[src/hw/rtl/rrts_pkg.sv]
// shared types, constants and helpers for the round-robin tick scheduler
// no dependencies; used by rrts_cell, rrts_chain and round_robin_tick_scheduler
package rrts_pkg;

   // configuration port
   localparam int CSR_IDX_W  = 2;
   localparam int CSR_DATA_W = 16;
   localparam logic [CSR_IDX_W-1:0] CSR_QUANTUM = 2'd0;
   localparam logic [CSR_IDX_W-1:0] CSR_LIMIT   = 2'd1;

   // reset values and limits
   localparam logic [7:0]  QUANTUM_RESET = 8'd1;
   localparam logic [15:0] LIMIT_RESET   = 16'd100;
   localparam logic [15:0] TIME_MAX      = 16'hFFFF;
   localparam logic [7:0]  DONE_MAX      = 8'hFF;

   // request beat: job arrival or one tick
   typedef struct packed {
      logic       func;
      logic [7:0] job_id;
      logic [7:0] service_need;
   } req_type;

   // result beat, one per tick
   typedef struct packed {
      logic        busy_res;
      logic [7:0]  running_id;
      logic        finished;
      logic [15:0] start_time;
      logic [15:0] end_time;
      logic        all_done;
      logic        overflow;
      logic [15:0] tick_time;
   } rsp_type;

   // payload of one table entry
   typedef struct packed {
      logic [7:0]  id;
      logic [7:0]  need;
      logic [7:0]  done;
      logic [15:0] start;
   } entry_type;

   // command broadcast to every cell of the chain
   typedef struct packed {
      logic        append_en;
      logic        drop_en;
      logic        serve_en;
      logic [7:0]  id;
      logic [7:0]  need;
      logic [15:0] now;
   } cell_cmd_type;

   typedef enum logic [1:0] {
      ST_IDLE,
      ST_PURGE,
      ST_RUN,
      ST_EMIT
   } state_type;

   // saturating service counter step
   function automatic logic [7:0] done_sat_inc(input logic [7:0] done);
      done_sat_inc = (done == DONE_MAX) ? done : done + 8'd1;
   endfunction

endpackage

[src/hw/rtl/rrts_cell.sv]
// one ready-table entry of the scheduler chain
// depends on rrts_pkg; instantiated by rrts_chain
module rrts_cell #(
   parameter int IDX_W    = 4,
   parameter int CELL_IDX = 0
) (
   input  logic                  clock,
   input  logic                  reset,
   input  rrts_pkg::cell_cmd_type cmd,
   input  logic [IDX_W-1:0]      append_pos,
   input  logic [IDX_W-1:0]      sel_pos,
   input  rrts_pkg::entry_type   nb_entry,
   input  logic                  nb_started,
   output rrts_pkg::entry_type   entry,
   output logic                  started
);

   localparam logic [IDX_W-1:0] MY_POS = IDX_W'(CELL_IDX);

   rrts_pkg::entry_type entry_ff, entry_in;
   logic                started_ff, started_in;
   logic                do_shift, do_append, do_serve;

   assign do_shift  = cmd.drop_en && (MY_POS >= sel_pos);
   assign do_append = cmd.append_en && (MY_POS == append_pos);
   assign do_serve  = cmd.serve_en && (MY_POS == sel_pos);

   // shift from the right neighbor, load a new job, or charge one tick
   always_comb begin
      entry_in   = entry_ff;
      started_in = started_ff;
      if (do_shift) begin
         entry_in   = nb_entry;
         started_in = nb_started;
      end else if (do_append) begin
         entry_in.id    = cmd.id;
         entry_in.need  = cmd.need;
         entry_in.done  = 8'd0;
         entry_in.start = 16'd0;
         started_in     = 1'b0;
      end else if (do_serve) begin
         entry_in.done = rrts_pkg::done_sat_inc(entry_ff.done);
         if (!started_ff) begin
            entry_in.start = cmd.now;
            started_in     = 1'b1;
         end
      end
   end

   // started flag
   always_ff @(posedge clock) begin
      if (reset) begin
         started_ff <= 1'b0;
      end else begin
         started_ff <= started_in;
      end
   end

   // entry payload
   always_ff @(posedge clock) begin
      entry_ff <= entry_in;
   end

   assign entry   = entry_ff;
   assign started = started_ff;

endmodule

[src/hw/rtl/rrts_chain.sv]
// ready table as a row of cells kept in arrival order, with cursor selection
// depends on rrts_pkg and rrts_cell; instantiated by round_robin_tick_scheduler
module rrts_chain #(
   parameter int TABLE_DEPTH = 16,
   parameter int IDX_W       = 4
) (
   input  logic                   clock,
   input  logic                   reset,
   input  rrts_pkg::cell_cmd_type cmd,
   input  logic [IDX_W-1:0]       append_pos,
   input  logic [IDX_W-1:0]       sel_pos,
   output rrts_pkg::entry_type    sel_entry,
   output logic                   sel_started
);

   rrts_pkg::entry_type cell_entry   [TABLE_DEPTH];
   logic                cell_started [TABLE_DEPTH];

   // each cell takes its right neighbor on a drop; the last one takes an empty entry
   for (genvar g = 0; g < TABLE_DEPTH; g++) begin : g_cell
      rrts_pkg::entry_type nb_entry;
      logic                nb_started;

      if (g == TABLE_DEPTH - 1) begin : g_last
         assign nb_entry   = '0;
         assign nb_started = 1'b0;
      end else begin : g_mid
         assign nb_entry   = cell_entry[g+1];
         assign nb_started = cell_started[g+1];
      end

      rrts_cell #(
         .IDX_W    (IDX_W),
         .CELL_IDX (g)
      ) u_cell (
         .clock      (clock),
         .reset      (reset),
         .cmd        (cmd),
         .append_pos (append_pos),
         .sel_pos    (sel_pos),
         .nb_entry   (nb_entry),
         .nb_started (nb_started),
         .entry      (cell_entry[g]),
         .started    (cell_started[g])
      );
   end

   // entry under the cursor
   assign sel_entry   = cell_entry[sel_pos];
   assign sel_started = cell_started[sel_pos];

endmodule

[src/hw/rtl/round_robin_tick_scheduler.sv]
// Arrival beat: no result; the next beat may follow at once.
// Tick beat: purge state (repeats, one unstarted job dropped each time, past the admission limit),
// run, emit, then the registered result; a purge that empties the table goes straight to emit, and
// a tick after the schedule has ended goes straight from idle to emit. One tick in flight at a
// time; the next beat can be taken in the cycle the result appears (later while a held result
// stalls); synchronous reset clears control state and sets quantum 1, limit 100.
// depends on rrts_pkg and rrts_chain
module round_robin_tick_scheduler #(
   parameter int TABLE_DEPTH = 16
) (
   input  logic                              clock,
   input  logic                              reset,
   // request channel
   input  logic                              req_valid,
   output logic                              req_stall,
   input  rrts_pkg::req_type                 req_data,
   // result channel
   output logic                              rsp_valid,
   input  logic                              rsp_stall,
   output rrts_pkg::rsp_type                 rsp_data,
   // configuration write channel
   input  logic                              csr_valid,
   output logic                              csr_ready,
   input  logic [rrts_pkg::CSR_IDX_W-1:0]    csr_index,
   input  logic [rrts_pkg::CSR_DATA_W-1:0]   csr_data
);

   localparam int IDX_W = (TABLE_DEPTH > 1) ? $clog2(TABLE_DEPTH) : 1;
   localparam int CNT_W = $clog2(TABLE_DEPTH + 1);

   rrts_pkg::state_type state_ff, state_in;
   logic [CNT_W-1:0]    count_ff, count_in;
   logic [IDX_W-1:0]    cursor_ff, cursor_in;
   logic                cursor_valid_ff, cursor_valid_in;
   logic [7:0]          slice_ff, slice_in;
   logic [15:0]         now_ff, now_in;
   logic                overflow_ff, overflow_in;
   logic [7:0]          quantum_ff, quantum_in;
   logic [15:0]         limit_ff, limit_in;
   rrts_pkg::rsp_type   res_ff, res_in;
   logic                rsp_valid_ff, rsp_valid_in;
   rrts_pkg::rsp_type   rsp_data_ff, rsp_data_in;

   rrts_pkg::cell_cmd_type cmd;
   rrts_pkg::entry_type    sel_entry;
   logic                   sel_started;

   logic             req_fire, csr_fire, out_free;
   logic             limit_hit, sched_over, purge_hit;
   logic [7:0]       quantum_eff, done_inc;
   logic [CNT_W-1:0] count_dec, cursor_wide, cursor_next;
   logic             finish;
   logic [15:0]      now_inc;

   // handshakes
   assign req_stall = (state_ff != rrts_pkg::ST_IDLE);
   assign req_fire  = req_valid && !req_stall;
   assign csr_ready = 1'b1;
   assign csr_fire  = csr_valid && csr_ready;
   assign out_free  = !rsp_valid_ff || !rsp_stall;

   // shared conditions
   assign limit_hit   = (now_ff >= limit_ff);
   assign sched_over  = limit_hit && (count_ff == '0);
   assign purge_hit   = cursor_valid_ff && limit_hit && !sel_started;
   assign quantum_eff = (quantum_ff == 8'd0) ? 8'd1 : quantum_ff;
   assign count_dec   = count_ff - CNT_W'(1);
   assign cursor_wide = CNT_W'(cursor_ff);
   assign cursor_next = cursor_wide + CNT_W'(1);
   assign done_inc    = rrts_pkg::done_sat_inc(sel_entry.done);
   assign finish      = cursor_valid_ff && (done_inc >= sel_entry.need);
   assign now_inc     = (now_ff == rrts_pkg::TIME_MAX) ? now_ff : now_ff + 16'd1;

   // next state
   always_comb begin
      state_in = state_ff;
      unique case (state_ff)
         rrts_pkg::ST_IDLE: begin
            if (req_fire && req_data.func) begin
               state_in = sched_over ? rrts_pkg::ST_EMIT : rrts_pkg::ST_PURGE;
            end
         end
         rrts_pkg::ST_PURGE: begin
            if (purge_hit && (count_dec == '0)) begin
               state_in = rrts_pkg::ST_EMIT;
            end else if (!purge_hit) begin
               state_in = rrts_pkg::ST_RUN;
            end
         end
         rrts_pkg::ST_RUN: begin
            state_in = rrts_pkg::ST_EMIT;
         end
         rrts_pkg::ST_EMIT: begin
            if (out_free) begin
               state_in = rrts_pkg::ST_IDLE;
            end
         end
         default: begin
            state_in = rrts_pkg::ST_IDLE;
         end
      endcase
   end

   // datapath and cell commands
   always_comb begin
      count_in        = count_ff;
      cursor_in       = cursor_ff;
      cursor_valid_in = cursor_valid_ff;
      slice_in        = slice_ff;
      now_in          = now_ff;
      overflow_in     = overflow_ff;
      quantum_in      = quantum_ff;
      limit_in        = limit_ff;
      res_in          = res_ff;
      cmd             = '0;
      cmd.id          = req_data.job_id;
      cmd.need        = req_data.service_need;
      cmd.now         = now_ff;

      // register writes
      if (csr_fire) begin
         unique case (csr_index)
            rrts_pkg::CSR_QUANTUM: quantum_in = csr_data[7:0];
            rrts_pkg::CSR_LIMIT:   limit_in   = csr_data;
            default: ;
         endcase
      end

      unique case (state_ff)
         rrts_pkg::ST_IDLE: begin
            if (req_fire && !req_data.func) begin
               // arrival before the limit: append at the tail, or flag overflow when full
               if (!limit_hit) begin
                  if (count_ff < CNT_W'(TABLE_DEPTH)) begin
                     cmd.append_en = 1'b1;
                     count_in      = count_ff + CNT_W'(1);
                  end else begin
                     overflow_in = 1'b1;
                  end
               end
            end else if (req_fire) begin
               if (sched_over) begin
                  res_in           = '0;
                  res_in.all_done  = 1'b1;
                  res_in.overflow  = overflow_ff;
                  res_in.tick_time = now_ff;
               end else if (!cursor_valid_ff) begin
                  // place the cursor at the head
                  slice_in = 8'd0;
                  if (count_ff != '0) begin
                     cursor_in       = '0;
                     cursor_valid_in = 1'b1;
                  end
               end else if (slice_ff >= quantum_eff) begin
                  // quantum spent: move one position, wrap to the head
                  slice_in  = 8'd0;
                  cursor_in = (cursor_next >= count_ff) ? '0 : IDX_W'(cursor_next);
               end
            end
         end
         rrts_pkg::ST_PURGE: begin
            // remove one never-started job per cycle once past the limit
            if (purge_hit) begin
               cmd.drop_en = 1'b1;
               count_in    = count_dec;
               slice_in    = 8'd0;
               if (count_dec == '0) begin
                  cursor_valid_in  = 1'b0;
                  res_in           = '0;
                  res_in.all_done  = 1'b1;
                  res_in.overflow  = overflow_ff;
                  res_in.tick_time = now_ff;
               end else if (cursor_wide >= count_dec) begin
                  cursor_in       = '0;
                  cursor_valid_in = 1'b1;
               end
            end
         end
         rrts_pkg::ST_RUN: begin
            // charge one tick to the selected job
            res_in           = '0;
            res_in.overflow  = overflow_ff;
            res_in.tick_time = now_ff;
            if (cursor_valid_ff) begin
               cmd.serve_en      = 1'b1;
               res_in.busy_res   = 1'b1;
               res_in.running_id = sel_entry.id;
               slice_in          = slice_ff + 8'd1;
               if (finish) begin
                  cmd.drop_en       = 1'b1;
                  count_in          = count_dec;
                  slice_in          = 8'd0;
                  res_in.finished   = 1'b1;
                  res_in.start_time = sel_started ? sel_entry.start : now_ff;
                  res_in.end_time   = now_ff;
                  if (cursor_wide >= count_dec) begin
                     cursor_valid_in = 1'b0;
                  end
               end
            end
            now_in          = now_inc;
            res_in.all_done = (now_inc >= limit_ff) && (count_in == '0);
         end
         rrts_pkg::ST_EMIT: ;
         default: ;
      endcase
   end

   // output register
   always_comb begin
      rsp_valid_in = rsp_valid_ff && rsp_stall;
      rsp_data_in  = rsp_data_ff;
      if ((state_ff == rrts_pkg::ST_EMIT) && out_free) begin
         rsp_valid_in = 1'b1;
         rsp_data_in  = res_ff;
      end
   end

   // control registers
   always_ff @(posedge clock) begin
      if (reset) begin
         state_ff        <= rrts_pkg::ST_IDLE;
         count_ff        <= '0;
         cursor_ff       <= '0;
         cursor_valid_ff <= 1'b0;
         slice_ff        <= 8'd0;
         now_ff          <= 16'd0;
         overflow_ff     <= 1'b0;
         quantum_ff      <= rrts_pkg::QUANTUM_RESET;
         limit_ff        <= rrts_pkg::LIMIT_RESET;
         rsp_valid_ff    <= 1'b0;
      end else begin
         state_ff        <= state_in;
         count_ff        <= count_in;
         cursor_ff       <= cursor_in;
         cursor_valid_ff <= cursor_valid_in;
         slice_ff        <= slice_in;
         now_ff          <= now_in;
         overflow_ff     <= overflow_in;
         quantum_ff      <= quantum_in;
         limit_ff        <= limit_in;
         rsp_valid_ff    <= rsp_valid_in;
      end
   end

   // result payload
   always_ff @(posedge clock) begin
      res_ff      <= res_in;
      rsp_data_ff <= rsp_data_in;
   end

   assign rsp_valid = rsp_valid_ff;
   assign rsp_data  = rsp_data_ff;

   // ready table
   rrts_chain #(
      .TABLE_DEPTH (TABLE_DEPTH),
      .IDX_W       (IDX_W)
   ) u_chain (
      .clock       (clock),
      .reset       (reset),
      .cmd         (cmd),
      .append_pos  (IDX_W'(count_ff)),
      .sel_pos     (cursor_ff),
      .sel_entry   (sel_entry),
      .sel_started (sel_started)
   );

   // cursor always points inside the occupied part of the table
   a_cursor_in_table: assert property (@(posedge clock) disable iff (reset)
      cursor_valid_ff |-> (cursor_wide < count_ff))
      else $error("cursor outside occupied table");

   // occupancy never exceeds the table depth
   a_count_bound: assert property (@(posedge clock) disable iff (reset)
      count_ff <= CNT_W'(TABLE_DEPTH))
      else $error("table count beyond depth");

   // a new result appears only out of the emit state
   a_rsp_from_emit: assert property (@(posedge clock) disable iff (reset)
      $rose(rsp_valid_ff) |-> $past(state_ff == rrts_pkg::ST_EMIT))
      else $error("result raised outside emit");

   // time never runs backward
   a_time_monotonic: assert property (@(posedge clock) disable iff (reset)
      !reset |=> (now_ff >= $past(now_ff)))
      else $error("time counter went backward");

   // the table shrinks or grows by at most one job per cycle
   a_count_step: assert property (@(posedge clock) disable iff (reset)
      !reset |=> ((count_ff == $past(count_ff)) || (count_ff == $past(count_ff) + CNT_W'(1))
                  || (count_ff == $past(count_ff) - CNT_W'(1))))
      else $error("table count jumped");

endmodule

[config.mk]
export PLATFORM = sky130hd
export DESIGN_NAME = round_robin_tick_scheduler
export DESIGN_NICKNAME = d
export VERILOG_FILES = /design/src/hw/rtl/rrts_pkg.sv /design/src/hw/rtl/rrts_cell.sv /design/src/hw/rtl/rrts_chain.sv /design/src/hw/rtl/round_robin_tick_scheduler.sv
export SDC_FILE = /design/constraint.sdc
export NUM_CORES = 1
export LEC_CHECK = 0
export CORE_MARGIN = 2
export CORE_UTILIZATION = 40
export CTS_BUF_LIST = sky130_fd_sc_hd__clkbuf_4 sky130_fd_sc_hd__clkbuf_8
export CTS_CLUSTER_DIAMETER = 200
export DETAILED_ROUTE_END_ITERATION = 7
export DONT_BUFFER_PORTS = 1
export GPL_ROUTABILITY_DRIVEN = 0
export PLACE_DENSITY = 0.57
export SLEW_MARGIN = 20
export SYNTH_ARGS = -nofsm -noshare
export SYNTH_HDL_FRONTEND = slang
export SYNTH_HIERARCHICAL = 1
export SYNTH_SLANG_ARGS = --single-unit
[constraint.sdc]
create_clock -name clock -period 7.2 [get_ports clock]
set_input_delay 0.36 -clock clock [delete_from_list [all_inputs] [get_ports clock]]
set_output_delay 0.36 -clock clock [all_outputs]
set_load 0.01 [all_outputs]
==> impl_metrics.ini <==
[status]
status = complete, no violations

[logic_synthesis]
synthTopCellsByArea = edfxtp_1 51%, mux4_2 8.3%, nand2_1 6.6%
netlist_area_um2 = 44660
synth_cell_types = 110
synth_most_common_cell = nand2_1
dominantRegCellSynth = edfxtp_1
yosysSeqAreaShare = 0.5459
synth-edff-count = 760
ys_ff_latch = 838
netlist_top_cells_count = 786 x nand2_1, 760 x edfxtp_1, 170 x a22o_1
yosys.area.top_type = edfxtp_1
synth_top_cell_area_share = 0.5110
yosys_warnings = 6
syn_area_per_cell_um2 = 12.43
synthArstFlopShare = 0
synthCells = 3592

[timing]
finClkSkew_ns = 0.04082
fmax_mhz = 149.2
rsz0062_at_grt = false
worstMarginPinSlew_ns = 1.112
maxSlewViolCount = 0
hold_viol = 0
period_minus_slack_ns = 6.702
timing.slew.headroom = 0.2587
finalSetupViolCount = 0
setup_tns_ns = 0
timing.hold.ws_ns = 0.1736
fin_crit_sh = 0.9308

[detailed_routing]
drt-initial-drc-count = 2933
met1_length_um = 54960
ant_nets = 0
firstDrtPassIters = 6
viasPerCell = 5.646
top_layer_used = met5
wl_um = 118900
met2_length_um = 53120
dr_wl_met3_um = 8325
via_count = 29910
wire_per_inst_um = 22.43
drc = 0

[setup_path]
worstReg2RegEnd = u_chain/g_cell[10].u_cell/entry[20]
worstSetupPathType = flip-flop to flip-flop
crit_buf_inv = 2
rrSetupSlack_ns = 0.50
crit_family = compound AO/OA/AOI/OAI gates
worst_path_max_delay_cell = a221oi_1
crit_cells = 17
rr_worst_depth = 17
end_kind = flip-flop
critPathMaxStageDelay_ns = 0.91
crit_start = cursor_ff[0]
r2r-start = cursor_ff[0]
worst-path-max-fanout = 31
startpoint_type = flip-flop
cp_cell_sequence = buf_4 > mux4_2 > a22oi_1 > nand2_1 > nand3_1 > nor2_1 > nand3_1 > mux2_2 > ha_1 > a2111o_1 > a221oi_1 > nand2b_1 > a21oi_4 > buf_4 > and3_2 > nor2b_4 > o21ai_1
endpoint = u_chain/g_cell[10].u_cell/entry[20]
worstPathRequired_ns = 7.66
critPathArrivalTime_ns = 7.16

[die]
die_w_um = 338.2
core-area_um2 = 110700
die_height_um = 338.2
num_rows = 122
die_area_um2 = 114300
initial_core_util = 0.4036
io_pins = 103

[cts]
cts_num_sinks = 838
clk_latency_ns = 0.83
post-cts-setup-buffer-count = 0
htreeDepth = 4
cts-root-buf = clkbuf_8
cts_tree = done
clock_path_buffers = 3
cts_buffers = 144
path_clk_slew_ns = 0.06

[finish]
drive_gt1_frac = 0.2054
multi_input_area_um2 = 18830
fin_nets = 3823
final_cells = 5298
syn2layout_area_growth_pct = 10.96
fillCellCount = 10030
fin_util = 0.4478
seqCellArea_um2 = 24390

[power_and_ir_drop]
pwr-share-comb = 0.152
pwr_density_cell_nw_per_um2 = 249.0
power.internal_uw = 8910
ir_worst_vdd_mv = 0.1588
power_switching_share = 0.2780
power_frac_clock = 0.362
p_leak_uw = 0.01692
pwr-share-seq = 0.487
p_switching_uw = 3430

[global_route]
first_global_vias = 29650
grt_start_max_net_pins = 75
antenna_found_initial = 7
grt_pass1_wl_um = 182600
grt_overflow_total = 0
grt_usage = 0.2041

[placement]
portBuffers = 0
dp.final_hpwl_um = 80760
dp_cells = 4991

[min_path]
hp-class = input pin to flip-flop

[flow_run]
maxCapViolations = 0
[layout by cell type (no fill, tap or decap), types with 66 or more instances in the layout]
cell type / n
nand3_1: 89
a22o_1: 170
dfxtp_1: 74
edfxtp_1: 760
ha_1: 85
clkbuf_4: 66
inv_1: 73
a22oi_1: 89
mux2_2: 67
clkbuf_8: 146
o21ai_0: 137
nor2_1: 103
mux2_4: 76
buf_4: 91
nand2_1: 786
mux4_2: 164
[power groups by stage]
stage          combinational, µW  clock [µW]  sequential, µW
6_report                    1870        4460            6000
5_1_grt                     2030        4780            6040
4_1_cts                     1860        4580            6010
3_5_place_dp                1800           0            6110
3_3_place_gp                1770           0            6100
2_1_floorplan               1210           0            6080
[worst min-delay path, stage by stage]
cell	delay, ns
and3b_1	0.37
nand2_1	0.15
a21oi_1	0.05
[worst min-delay path by stage]
stage	slack, ns	endpoint	depth (start not counted)	startpoint
4_1_cts	0.07	limit_ff[4]	3	csr_index[0]
3_5_place_dp	0.40	rsp_data[15]	0	res_ff[15]
5_1_grt	0.17	limit_ff[1]	3	csr_index[0]
6_report	0.17	limit_ff[4]	3	csr_index[0]
2_1_floorplan	0.40	rsp_data[0]	0	res_ff[0]
3_3_place_gp	0.40	rsp_data[12]	0	res_ff[12]
[cell families (layout without fill, tap and decap cells)]
group / Yosys count / after routing / share of synthesized area
compound gates: 704 / 704 / 0.1161
xor+xnor: 122 / 122 / 0.02392
fa+ha+maj: 85 / 85 / 0.02381
buf+inv: 302 / 477 / 0.03813
flops: 838 / 838 / 0.5459
mux: 337 / 337 / 0.1319
other cells: 2 / 45 / 0.0001681
simple gates: 1202 / 1202 / 0.1200
[stage by stage]
| stage | cell area (µm²) | setup WS [ns] | total power (µW) |
|---|---|---|---|
| 2_1_floorplan | 44820 | 0.05363 | 7288 |
| 3_3_place_gp | 46100 | 0.6354 | 7871 |
| 3_5_place_dp | 46100 | 0.5127 | 7904 |
| 4_1_cts | 49560 | 0.4988 | 12460 |
| 5_1_grt | 49560 | 0.07642 | 12860 |
| 6_report | 49560 | 0.4985 | 12340 |
[flip-flops by register name, indices dropped and copies added (netlist names)]
name / flops
u_chain/g_cell.u_cell/entry: 640
res_ff: 60
rsp_data: 60
limit_ff: 16
now_ff: 16
u_chain/g_cell.u_cell/started: 16
quantum_ff: 8
slice_ff: 8
count_ff: 5
cursor_ff: 4
state_ff: 2
cursor_valid_ff: 1
overflow_ff: 1
rsp_valid: 1
[area by class of cell]
type,instances,area share
Inverter,80,0.006211
Sequential cell,838,0.4922
Clock buffer,212,0.05054
Antenna cell,2,0.0001010
Clock inverter,44,0.008962
Timing Repair Buffer,141,0.02444
Tap cell,1488,0.03757
Multi-Input combinational cell,2493,0.3800
[layer usage]
metal | vias to the layer above | global-route usage
met1 | 14910 | 0.3009
met5 | - | 0
met3 | 172 | 0.03639
met4 | 4 | 0.05748
li1 | 13780 | -
met2 | 1048 | 0.3080
[repair_timing]
action / in CTS / in global routing
gates resized for setup: 0 / 0
endpoints found under the hold margin: 342 / 0
hold buffers: 49 / 0
endpoints found under the setup margin: 0 / 0
Power figures use the tool's default switching activity.
